$ cat src/rtl/mpq_pkg.sv
// ----------------------------------------------------------------------------
// mpq_pkg
// Types and constants shared by the max priority queue modules.
// ----------------------------------------------------------------------------
`default_nettype none

package mpq_pkg;

  localparam int DataWidth = 32;

  typedef logic signed [DataWidth-1:0] mpq_data_t;

  // Action codes of an input transaction
  localparam logic ACT_INSERT = 1'b0;
  localparam logic ACT_REMOVE = 1'b1;

  typedef enum logic [1:0] {
    ST_DONE  = 2'd0,
    ST_FULL  = 2'd1,
    ST_EMPTY = 2'd2
  } mpq_status_t;

  typedef struct packed {
    logic      action;
    mpq_data_t value;
  } mpq_in_t;

  typedef struct packed {
    mpq_status_t status;
    mpq_data_t   removed_value;
    mpq_data_t   top_value;
    logic        top_valid;
    logic [3:0]  fill_count;
    logic        is_empty;
    logic        is_full;
  } mpq_out_t;

  // Broadcast from the top level to every cell
  typedef struct packed {
    logic      ins;
    logic      rem;
    mpq_data_t value;
  } mpq_cell_ctrl_t;

endpackage

`default_nettype wire

$ cat src/rtl/mpq_stream_if.sv
// ----------------------------------------------------------------------------
// mpq_stream_if
// Valid/ready channel carrying one payload per transaction.
// ----------------------------------------------------------------------------
`default_nettype none

interface mpq_stream_if #(
  parameter type payload_t = logic
);
  logic     valid;
  logic     ready;
  payload_t data;

  modport source (output valid, output data, input ready);
  modport sink   (input valid, input data, output ready);
endinterface

`default_nettype wire

$ cat src/rtl/mpq_cell.sv
// ----------------------------------------------------------------------------
// mpq_cell
// One slot of the sorted queue: compares the broadcast value against its own
// entry and shifts toward either neighbor.
// ----------------------------------------------------------------------------
`default_nettype none

module mpq_cell (
  input  wire logic                   clk,
  input  wire mpq_pkg::mpq_cell_ctrl_t ctrl,
  input  wire logic                   occupied,
  input  wire mpq_pkg::mpq_data_t     left_value,
  input  wire logic                   left_gt,
  input  wire mpq_pkg::mpq_data_t     right_value,
  output mpq_pkg::mpq_data_t          value,
  output mpq_pkg::mpq_data_t          value_nxt,
  output logic                        gt
);

  mpq_pkg::mpq_data_t value_r;

  // An empty slot ranks below any value; equal values stay ahead.
  assign gt = !occupied || (ctrl.value > value_r);

  always_comb begin
    value_nxt = value_r;
    if (ctrl.ins) begin
      if (gt) begin
        value_nxt = left_gt ? left_value : ctrl.value;
      end
    end else if (ctrl.rem) begin
      value_nxt = right_value;
    end
  end

  always_ff @(posedge clk) begin
    value_r <= value_nxt;
  end

  assign value = value_r;

endmodule

`default_nettype wire

$ cat src/rtl/max_priority_queue.sv
// ----------------------------------------------------------------------------
// max_priority_queue
// Bounded max-priority queue of signed 32-bit values on a row of sorted cells.
// ----------------------------------------------------------------------------
// Usage:
//   in_ch  : one transaction per operation; action selects insert or remove
//            of the largest value, value is the operand of an insert.
//   out_ch : exactly one result per input transaction, in order: status,
//            removed value, largest remaining value with its valid flag,
//            fill count and empty/full flags.
//   The result is registered and valid in the cycle after input acceptance.
//   Throughput is one transaction per cycle while results are taken: every cell
//   compares the broadcast value with its own entry in parallel and shifts one
//   step toward a neighbor.
//   The cells stay sorted largest first, so the head cell is the top value.
//   Reset empties the queue (fill count zero) and drops any pending result;
//   no clearing pass is needed and in_ch is ready right after reset.
//   When the receiver stalls, the result is held and in_ch drops ready until
//   the pending result is taken.
// ----------------------------------------------------------------------------
`default_nettype none

module max_priority_queue #(
  parameter int CAPACITY = 8
) (
  input  wire logic        clk,
  input  wire logic        rst_n,
  mpq_stream_if.sink       in_ch,
  mpq_stream_if.source     out_ch
);

  localparam int CountWidth = $clog2(CAPACITY + 1);

  logic [CountWidth-1:0] count_r;
  logic [CountWidth-1:0] count_nxt;
  logic                  out_valid_r;
  mpq_pkg::mpq_out_t     out_data_r;
  mpq_pkg::mpq_out_t     out_data_nxt;

  logic                    in_fire;
  logic                    is_full_now;
  logic                    is_empty_now;
  mpq_pkg::mpq_cell_ctrl_t ctrl;

  mpq_pkg::mpq_data_t cell_value     [CAPACITY];
  mpq_pkg::mpq_data_t cell_value_nxt [CAPACITY];
  logic               cell_gt        [CAPACITY];

  assign in_ch.ready = !out_valid_r || out_ch.ready;
  assign in_fire     = in_ch.valid && in_ch.ready;

  assign is_full_now  = (count_r == CountWidth'(CAPACITY));
  assign is_empty_now = (count_r == '0);

  assign ctrl.ins   = in_fire && (in_ch.data.action == mpq_pkg::ACT_INSERT) && !is_full_now;
  assign ctrl.rem   = in_fire && (in_ch.data.action == mpq_pkg::ACT_REMOVE) && !is_empty_now;
  assign ctrl.value = in_ch.data.value;

  for (genvar i = 0; i < CAPACITY; i++) begin : g_cell
    mpq_pkg::mpq_data_t left_value;
    logic               left_gt;
    mpq_pkg::mpq_data_t right_value;

    if (i == 0) begin : g_head
      assign left_value = ctrl.value;
      assign left_gt    = 1'b0;
    end else begin : g_body
      assign left_value = cell_value[i-1];
      assign left_gt    = cell_gt[i-1];
    end

    if (i == CAPACITY - 1) begin : g_tail
      assign right_value = cell_value[i];
    end else begin : g_inner
      assign right_value = cell_value[i+1];
    end

    mpq_cell u_cell (
      .clk         (clk),
      .ctrl        (ctrl),
      .occupied    (CountWidth'(i) < count_r),
      .left_value  (left_value),
      .left_gt     (left_gt),
      .right_value (right_value),
      .value       (cell_value[i]),
      .value_nxt   (cell_value_nxt[i]),
      .gt          (cell_gt[i])
    );
  end

  always_comb begin
    count_nxt = count_r;
    if (ctrl.ins) begin
      count_nxt = count_r + CountWidth'(1);
    end else if (ctrl.rem) begin
      count_nxt = count_r - CountWidth'(1);
    end
  end

  always_comb begin
    out_data_nxt.status = mpq_pkg::ST_DONE;
    if (in_ch.data.action == mpq_pkg::ACT_INSERT) begin
      if (is_full_now) begin
        out_data_nxt.status = mpq_pkg::ST_FULL;
      end
    end else if (is_empty_now) begin
      out_data_nxt.status = mpq_pkg::ST_EMPTY;
    end
    out_data_nxt.removed_value = ctrl.rem ? cell_value[0] : '0;
    out_data_nxt.top_valid     = (count_nxt != '0);
    out_data_nxt.top_value     = out_data_nxt.top_valid ? cell_value_nxt[0] : '0;
    out_data_nxt.fill_count    = 4'(count_nxt);
    out_data_nxt.is_empty      = (count_nxt == '0);
    out_data_nxt.is_full       = (count_nxt == CountWidth'(CAPACITY));
  end

  always_ff @(posedge clk) begin
    if (!rst_n) begin
      count_r     <= '0;
      out_valid_r <= 1'b0;
    end else begin
      count_r <= count_nxt;
      if (in_fire) begin
        out_valid_r <= 1'b1;
      end else if (out_ch.ready) begin
        out_valid_r <= 1'b0;
      end
    end
  end

  // Payload register: load with each accepted transaction
  always_ff @(posedge clk) begin
    if (in_fire) begin
      out_data_r <= out_data_nxt;
    end
  end

  assign out_ch.valid = out_valid_r;
  assign out_ch.data  = out_data_r;

endmodule

`default_nettype wire

$ cat src/flat_wrapper.sv
// flat-port wrapper written by rule: the top's interface ports become plain ports
module max_priority_queue_flat 
#(
  parameter int CAPACITY = 8
)
  (clk, rst_n, in_ch_valid, in_ch_data, in_ch_ready, out_ch_valid, out_ch_data, out_ch_ready);
  mpq_stream_if #(.payload_t(mpq_pkg::mpq_in_t)) in_ch_i ();
  mpq_stream_if #(.payload_t(mpq_pkg::mpq_out_t)) out_ch_i ();
  input  wire logic clk;
  input  wire logic rst_n;
  input wire logic [$bits(in_ch_i.valid)-1:0] in_ch_valid;
  input wire logic [$bits(in_ch_i.data)-1:0] in_ch_data;
  output wire logic [$bits(in_ch_i.ready)-1:0] in_ch_ready;
  output wire logic [$bits(out_ch_i.valid)-1:0] out_ch_valid;
  output wire logic [$bits(out_ch_i.data)-1:0] out_ch_data;
  input wire logic [$bits(out_ch_i.ready)-1:0] out_ch_ready;
  assign in_ch_i.valid = in_ch_valid;
  assign in_ch_i.data = in_ch_data;
  assign in_ch_ready = in_ch_i.ready;
  assign out_ch_valid = out_ch_i.valid;
  assign out_ch_data = out_ch_i.data;
  assign out_ch_i.ready = out_ch_ready;
  max_priority_queue #(.CAPACITY(CAPACITY)) u_core (.clk(clk), .rst_n(rst_n), .in_ch(in_ch_i), .out_ch(out_ch_i));
endmodule
$ cat config.mk
export PLATFORM = sky130hd
export DESIGN_NAME = max_priority_queue_flat
export DESIGN_NICKNAME = d
export VERILOG_FILES = /design/src/rtl/mpq_pkg.sv /design/src/rtl/mpq_stream_if.sv /design/src/rtl/mpq_cell.sv /design/src/rtl/max_priority_queue.sv /design/src/flat_wrapper.sv
export SDC_FILE = /design/constraint.sdc
export NUM_CORES = 1
export LEC_CHECK = 0
export BUFFER_PORTS_ARGS = -buffer_cell sky130_fd_sc_hd__buf_2
export CORE_UTILIZATION = 67
export CTS_CLUSTER_DIAMETER = 80
export DETAILED_ROUTE_END_ITERATION = 16
export PLACE_DENSITY = 0.92
export SLEW_MARGIN = 15
export SYNTH_ARGS = -nofsm -noshare
export SYNTH_HDL_FRONTEND = slang
export SYNTH_SLANG_ARGS = --single-unit
$ cat constraint.sdc
create_clock -name clk -period 7.26 [get_ports clk]
set_input_delay 0.363 -clock clk [delete_from_list [all_inputs] [get_ports clk]]
set_output_delay 0.363 -clock clk [all_outputs]
set_load 0.05 [all_outputs]
==> run metrics, run 1 <==
FFs w/ async S/R, synth 0%; minimum clock period 4.84 ns; adder-cell area share of the yosys netlist 15.0%; TritonRoute pass-1 iters 7; Multi-input gate area 10700 um2; Max IR drop VDD 0.000182 V; Post-synth EDFFs 297; Max-cap violations 0; top_reg_cell synth edfxtp_1; Final Max Slew Viols 0; element type at the critical path end flip-flop; Core Area 31600 um2; crit path max fanout 32; RSZ-0062 raised after global routing false; setup bufs post-CTS 0; Fin Setup TNS 0 ns; post-synth top area cell edfxtp_1; CP max-delay cell or2_2; Arr. time, crit path 4.96 ns; clock skew 0.0282 ns; hold path startpoint rst_n; routed vias 18800; DRT iter0 DRCs 2946; Via density 7.29; io pins 112; clock-pin slew on the worst setup and hold paths 0.06 ns; most common cell in the synthesized netlist edfxtp_1; wire length per cell 28.6 um; Syn Inst Count 2067; endpoints failing setup 0; power density over the cells 287 nW/um2; latest clock arrival within the worst-skew pair 0.53 ns; Mapped Area 21600 um2; Lkg Pwr 10.2 nW; final instance area 23800 um2; xor and xnor area share after synthesis 0.0810%; reg2reg start u_core.g_cell[3].u_cell.value[22]; initial core utilization 68.4%; Layout area overhead 9.86%; Fmax 0.207 GHz; Top Family by Delay on Critical Path simple AND/OR/NAND/NOR gates; final worst setup slack 2.42 ns; yosys warns 0; Buf+Inv Stages, Crit Path 2; synth unique cells 64; Critical Path Max Stage Delay 1.02 ns; post-synthesis compound-gate area fraction 17.8%; port buffer count 111; worst reg-to-reg setup slack 2.42 ns; Worst-Margin Slew 1.18 ns; nets 2440; CP Class reg2reg; fill cell count 2074; vias in the first global route 18400; simple logic cell fraction of the synthesized area 13.3%; placed inst area 22600 um2; top cells by area, synth edfxtp_1 (41%), ha_1 (15%), a221o_1 (7.4%), inv_1 (4.5%), nor2b_1 (4.1%); Die Wd 182 um; crit path launch type flip-flop; pin count of the biggest net entering global routing 149; worst reg-to-reg path cell count 10; fraction of the yosys area taken by sequential cells 44.7%; H-tree Lvls 2; layout cells sized above 1 11.8%; pre-CTS WS 2.52 ns; largest family of logic cells by synthesized area compound AO/OA/AOI/OAI gates; RePlAce Congestion 1.01; Global Route Usage Sum 44.4%; Req. time, crit path 7.38 ns; first-pass GRT wire length 110 mm; Register Area 9660 um2; die height 182 um; die area 33000 um2; total CTS buffers 37; CTS tree yes; status complete, no violations; WHS Endpoint u_core.count_r[3]; Final Cycle Share 66.7%; DRT antenna net count 0; Rows 65; worst rel slew slack 21.4%; syn_area_per_cell 10.5 um2; clock sink total 334; #FFs+latches synth 334; capturing point of the worst reg2reg path u_core.g_cell[3].u_cell.value[14]; crit path cell chain inv_1, ha_1, and4_1, nor4bb_1, nand3_1, o21ai_0, a21oi_1, a21oi_2, buf_4, or2_2; Post-DP HPWL 49.5 mm; hold crit path type in2reg; Remaining Overflow, GRT 0; Worst Hold Depth 2; initial antenna violation count 2; Synth Net Count 2363; drc violations 0; Final Hold Viols 0; post-cts resize count 0; post-synthesis mux area share 2.60%; root buf cell clkbuf_16; final wirelength 73.6 mm; Synth top area share 41.2%; hold buffer count at cts 0; Synth top cells by count edfxtp_1 (297), inv_1 (260), ha_1 (259), a221o_1 (160), a21oi_1 (145); CTS max path bufs 3
-- metal layers --
layer  part of all wire [%]  track usage [%]
met4                    7.0             27.4
met3                     14             10.6
met1                     36             57.3
met2                     43             67.8
met5                      0                0
-- state kept, by name, summed over array words and instances (netlist names) --
signal	count
u_core.g_cell.u_cell.value	256
u_core.out_ch.data	73
u_core.count_r	4
u_core.out_ch.valid	1
-- metrics by stage --
stage | power, mW | cells | utilization, % | hold WS [ns]
5_1_grt | 7.03 | 2572 | 75.1 | 0.133
4_1_cts | 6.71 | 2571 | 75.1 | 0.124
3_3_place_gp | 4.79 | 2507 | 71.4 | 0.494
6_report | 6.82 | 2572 | 75.1 | 0.131
2_1_floorplan | 4.12 | 2067 | - | 0.478
3_5_place_dp | 4.88 | 2507 | 71.4 | 0.507
-- cells in the final DEF, fill, tap and decap left out, types with 5 or more instances in the layout --
cell,instances
a211oi_1,6
nor2b_1,143
clkbuf_1,5
dfxtp_1,37
nand2_1,141
nor4bb_1,5
and4_1,7
buf_2,111
o211ai_1,12
o21ai_0,82
o221ai_1,61
nor2_2,6
inv_1,259
mux2i_1,7
buf_4,25
nor3_1,13
and2_1,11
a21oi_2,5
clkinv_2,8
ha_1,259
a21o_1,25
o21ai_4,5
mux2_4,29
nor2_1,93
mux2_2,5
clkbuf_16,37
a21oi_1,140
clkbuf_8,7
nand4_1,55
a221o_1,160
edfxtp_1,297
nand3_1,14
and3_1,33
-- kinds of logic (layout without fill, tap and decap cells) --
group                      count (synthesis)  in the layout
other                                      0              1
DFF                                      334            334
and+or+nand+nor                          550            550
AOI/OAI and AO/OA                        522            522
buffers and inverters                    359            461
xor gates and xnor gates                   2              2
muxes                                     41             41
adders and majority gates                259            259
-- worst max path at each step --
stage	from	end	slack, ns	depth (start not counted)
after global routing	u_core.g_cell[3].u_cell.value[23]	u_core.g_cell[3].u_cell.value[16]	2.42	10
after global placement	in_ch_data[31]	u_core.g_cell[3].u_cell.value[12]	2.52	10
final	u_core.g_cell[3].u_cell.value[22]	u_core.g_cell[3].u_cell.value[14]	2.42	10
after CTS	u_core.g_cell[3].u_cell.value[23]	u_core.g_cell[3].u_cell.value[16]	2.62	10
after detailed placement	in_ch_data[31]	u_core.g_cell[3].u_cell.value[12]	2.52	10
after floorplan	u_core.g_cell[1].u_cell.value[19]	u_core.g_cell[1].u_cell.value[0]	2.54	9
-- power by group --
group          switching (mW)  internal (mW)
logic                    1.47          0.720
registers               0.262           2.52
clock network           0.783           1.08
total                    2.51           4.31
-- final cells by class --
cell class                 instances  area share, %
tap                              402           2.12
sequential                       334           40.6
timing repair buffer             137           3.21
inverter                         260           4.11
multi-input combinational       1374           45.0
clock inverter                    15          0.532
antenna                            1         0.0105
clock buffer                      49           4.38
-- worst register-to-register path: stages, from the launching register on --
cell and delay (ns):
edfxtp_1 0.42, inv_1 0.11, ha_1 0.31, and4_1 0.24
nor4bb_1 0.68, nand3_1 0.14, o21ai_0 0.55, a21oi_1 0.23
a21oi_2 0.17, buf_4 0.55, or2_2 1.03
Note: power is estimated with default switching activity, not from simulation.
==> run 2, diff against run 1 <==
Settings changed: CORE_UTILIZATION 67 to 63, PLACE_DENSITY 0.92 to 0.88.
Clock period 7.26 ns to 4.7 ns, I/O delays scaled along.
==> run 2 against run 1 <==
Effect of this change:
- clock-buffer cell count rose by 1
- non-clock buffer count rose by 13
- utilization fell by 3.9 points
- sequential power rose by 54%
- sequential share of layout area fell by 0.42 points
- largest cell class unchanged
- largest power group unchanged
==> run metrics, run 2 (synthesized netlist as in run 1, its figures left out) <==
status complete, no violations (unchanged); fill cell count 2360 (was 2074); clock sink total 334 (unchanged); Die Wd 187 um (was 182 um); setup bufs post-CTS 0 (unchanged); Final Hold Viols 0 (unchanged); initial core utilization 64.2% (was 68.4%); leading cell types in the layout, fill and taps excluded edfxtp_1 (297), inv_1 (259), ha_1 (259), a221o_1 (160), nor2b_1 (143) (unchanged); max reg flops 256 (unchanged); Post-DP HPWL 48.0 mm (was 49.5 mm); CTS tree yes (unchanged); worst rel slew slack 13.8% (was 21.4%); pre-CTS WS 0.438 ns (was 2.52 ns); H-tree Lvls 2 (unchanged); DRT antenna net count 0 (unchanged); CP Class reg2reg (unchanged); RePlAce Congestion 1.04 (was 1.01); Worst-Margin Slew 1.29 ns (was 1.18 ns); Core Area 33700 um2 (was 31600 um2); total CTS buffers 38 (was 37); power density over the cells 439 nW/um2 (was 287 nW/um2); port buffer count 111 (unchanged); Max-cap violations 0 (unchanged); TritonRoute pass-1 iters 6 (was 7); minimum clock period 4.69 ns (was 4.84 ns); Final Total Pwr 10.5 mW (was 6.82 mW); hold_ws 0.0278 ns (was 0.131 ns); layout cells sized above 1 12.1% (was 11.8%); Layout area overhead 11.0% (was 9.86%); clock-pin slew on the worst setup and hold paths 0.06 ns (about the same); Fin Setup TNS 0 ns (unchanged); post-cts resize count 0 (unchanged); die height 187 um (was 182 um); latest clock arrival within the worst-skew pair 0.54 ns (was 0.53 ns); nets 2454 (was 2440); element type at the critical path end flip-flop (unchanged); Final Max Slew Viols 0 (unchanged); crit path max fanout 31 (was 32); RSZ-0062 raised after global routing false (unchanged); crit path cell chain inv_1, ha_1, nand4_1, nor4b_1, a21boi_0, o41a_1, o31ai_4, a21o_1, and2_1, buf_4, a221o_1 (was inv_1, ha_1, and4_1, nor4bb_1, nand3_1, o21ai_0, a21oi_1, a21oi_2, buf_4, or2_2); crit path launch type flip-flop (unchanged); clock skew 0.0251 ns (was 0.0282 ns); first-pass GRT wire length 107 mm (was 110 mm); Via density 7.10 (was 7.29); Remaining Overflow, GRT 0 (unchanged); placed inst area 22800 um2 (was 22600 um2); hold path startpoint in_ch_valid (was rst_n); drc violations 0 (unchanged); die area 35100 um2 (was 33000 um2); Global Route Usage Sum 39.9% (was 44.4%); CTS max path bufs 3 (unchanged); io pins 112 (unchanged); Lkg Pwr 10.2 nW (about the same); wire length per cell 26.9 um (was 28.6 um); Critical Path Max Stage Delay 1.06 ns (was 1.02 ns); pin count of the biggest net entering global routing 149 (unchanged); final wirelength 71.0 mm (was 73.6 mm); Req. time, crit path 4.97 ns (was 7.38 ns); Fmax 0.213 GHz (was 0.207 GHz); endpoints failing setup 0 (unchanged); initial antenna violation count 0 (was 2); CP max-delay cell nor4b_1 (was or2_2); Max IR drop VDD 0.000305 V (was 0.000182 V); final worst setup slack 0.0147 ns (was 2.42 ns); hold crit path type in2reg (unchanged); routed vias 18700 (was 18800); most common cell after layout, fill and taps aside edfxtp_1 (unchanged); vias in the first global route 18500 (was 18400); DRT iter0 DRCs 2669 (was 2946); Worst Setup SP u_core.g_cell[0].u_cell.value[13] (was u_core.g_cell[3].u_cell.value[22]); final instance area 24000 um2 (was 23800 um2); root buf cell clkbuf_16 (unchanged); reg2reg start u_core.g_cell[0].u_cell.value[13] (was u_core.g_cell[3].u_cell.value[22]); Rows 67 (was 65); Arr. time, crit path 4.95 ns (was 4.96 ns); Final Cycle Share 99.7% (was 66.7%); hold buffer count at cts 1 (was 0)
-- run 2: changes by cell type in the layout (fill, tap and decap cells not counted), moves of 2 or more --
cell	before	now
clkbuf_8	7	4
clkbuf_16	37	39
clkinvlp_4	1	4
buf_4	25	31
clkinv_2	8	3
clkinv_1	4	9
clkbuf_1	5	7
buf_12	1	6
-- run 2: power by group --
group | switching [mW] | internal, mW | total, mW
combinational | 2.22 | 1.15 | 3.38
clock | 1.24 | 1.64 | 2.88
sequential | 0.388 | 3.89 | 4.28
total | 3.85 | 6.68 | 10.5
-- run 2: final timing paths --
kind | end | slack (ns) | cells past startpoint
worst max-delay path | u_core.out_ch.data[22] | 0.01 | 11
worst min-delay path | u_core.out_ch.valid | 0.03 | 3
worst max register to register | u_core.out_ch.data[22] | 0.01 | 11
worst min register to register | u_core.g_cell[0].u_cell.value[8] | 0.53 | 2
-- run 2: layout make-up --
class,count,area [um2],share of cell area (%)
multi-input cells,1374,10700,44.5
well taps,448,561,2.33
flip-flops and latches,334,9660,40.2
repair buffers,150,946,3.94
clock inverters,18,121,0.505
diodes,1,2.50,0.0104
clock buffers,50,1060,4.40
inverters,260,977,4.07
-- run 2: metrics by stage --
step / utilization (%) / cells
final: 71.3 / 2635
after global routing: 71.2 / 2634
after CTS: 71.2 / 2634
after detailed placement: 67.7 / 2565
after global placement: 67.6 / 2564
after floorplan: - / 2067
-- run 2: routing by layer --
| metal | track usage, % | share of wire (%) |
|---|---|---|
| met5 | 0 | 0 |
| met4 | 21.6 | 5.8 |
| met3 | 8.95 | 12 |
| met2 | 63.8 | 46 |
| met1 | 50.6 | 36 |
-- run 2: critical path: cells and delay by family (launching register included) --
| family | cells | cell delay [ns] |
|---|---|---|
| DFF | 1 | 0.39 |
| AOI/OAI and AO/OA | 5 | 1.82 |
| buffers and inverters | 2 | 0.41 |
| adders and majority gates | 1 | 0.31 |
| and+or+nand+nor | 3 | 1.47 |
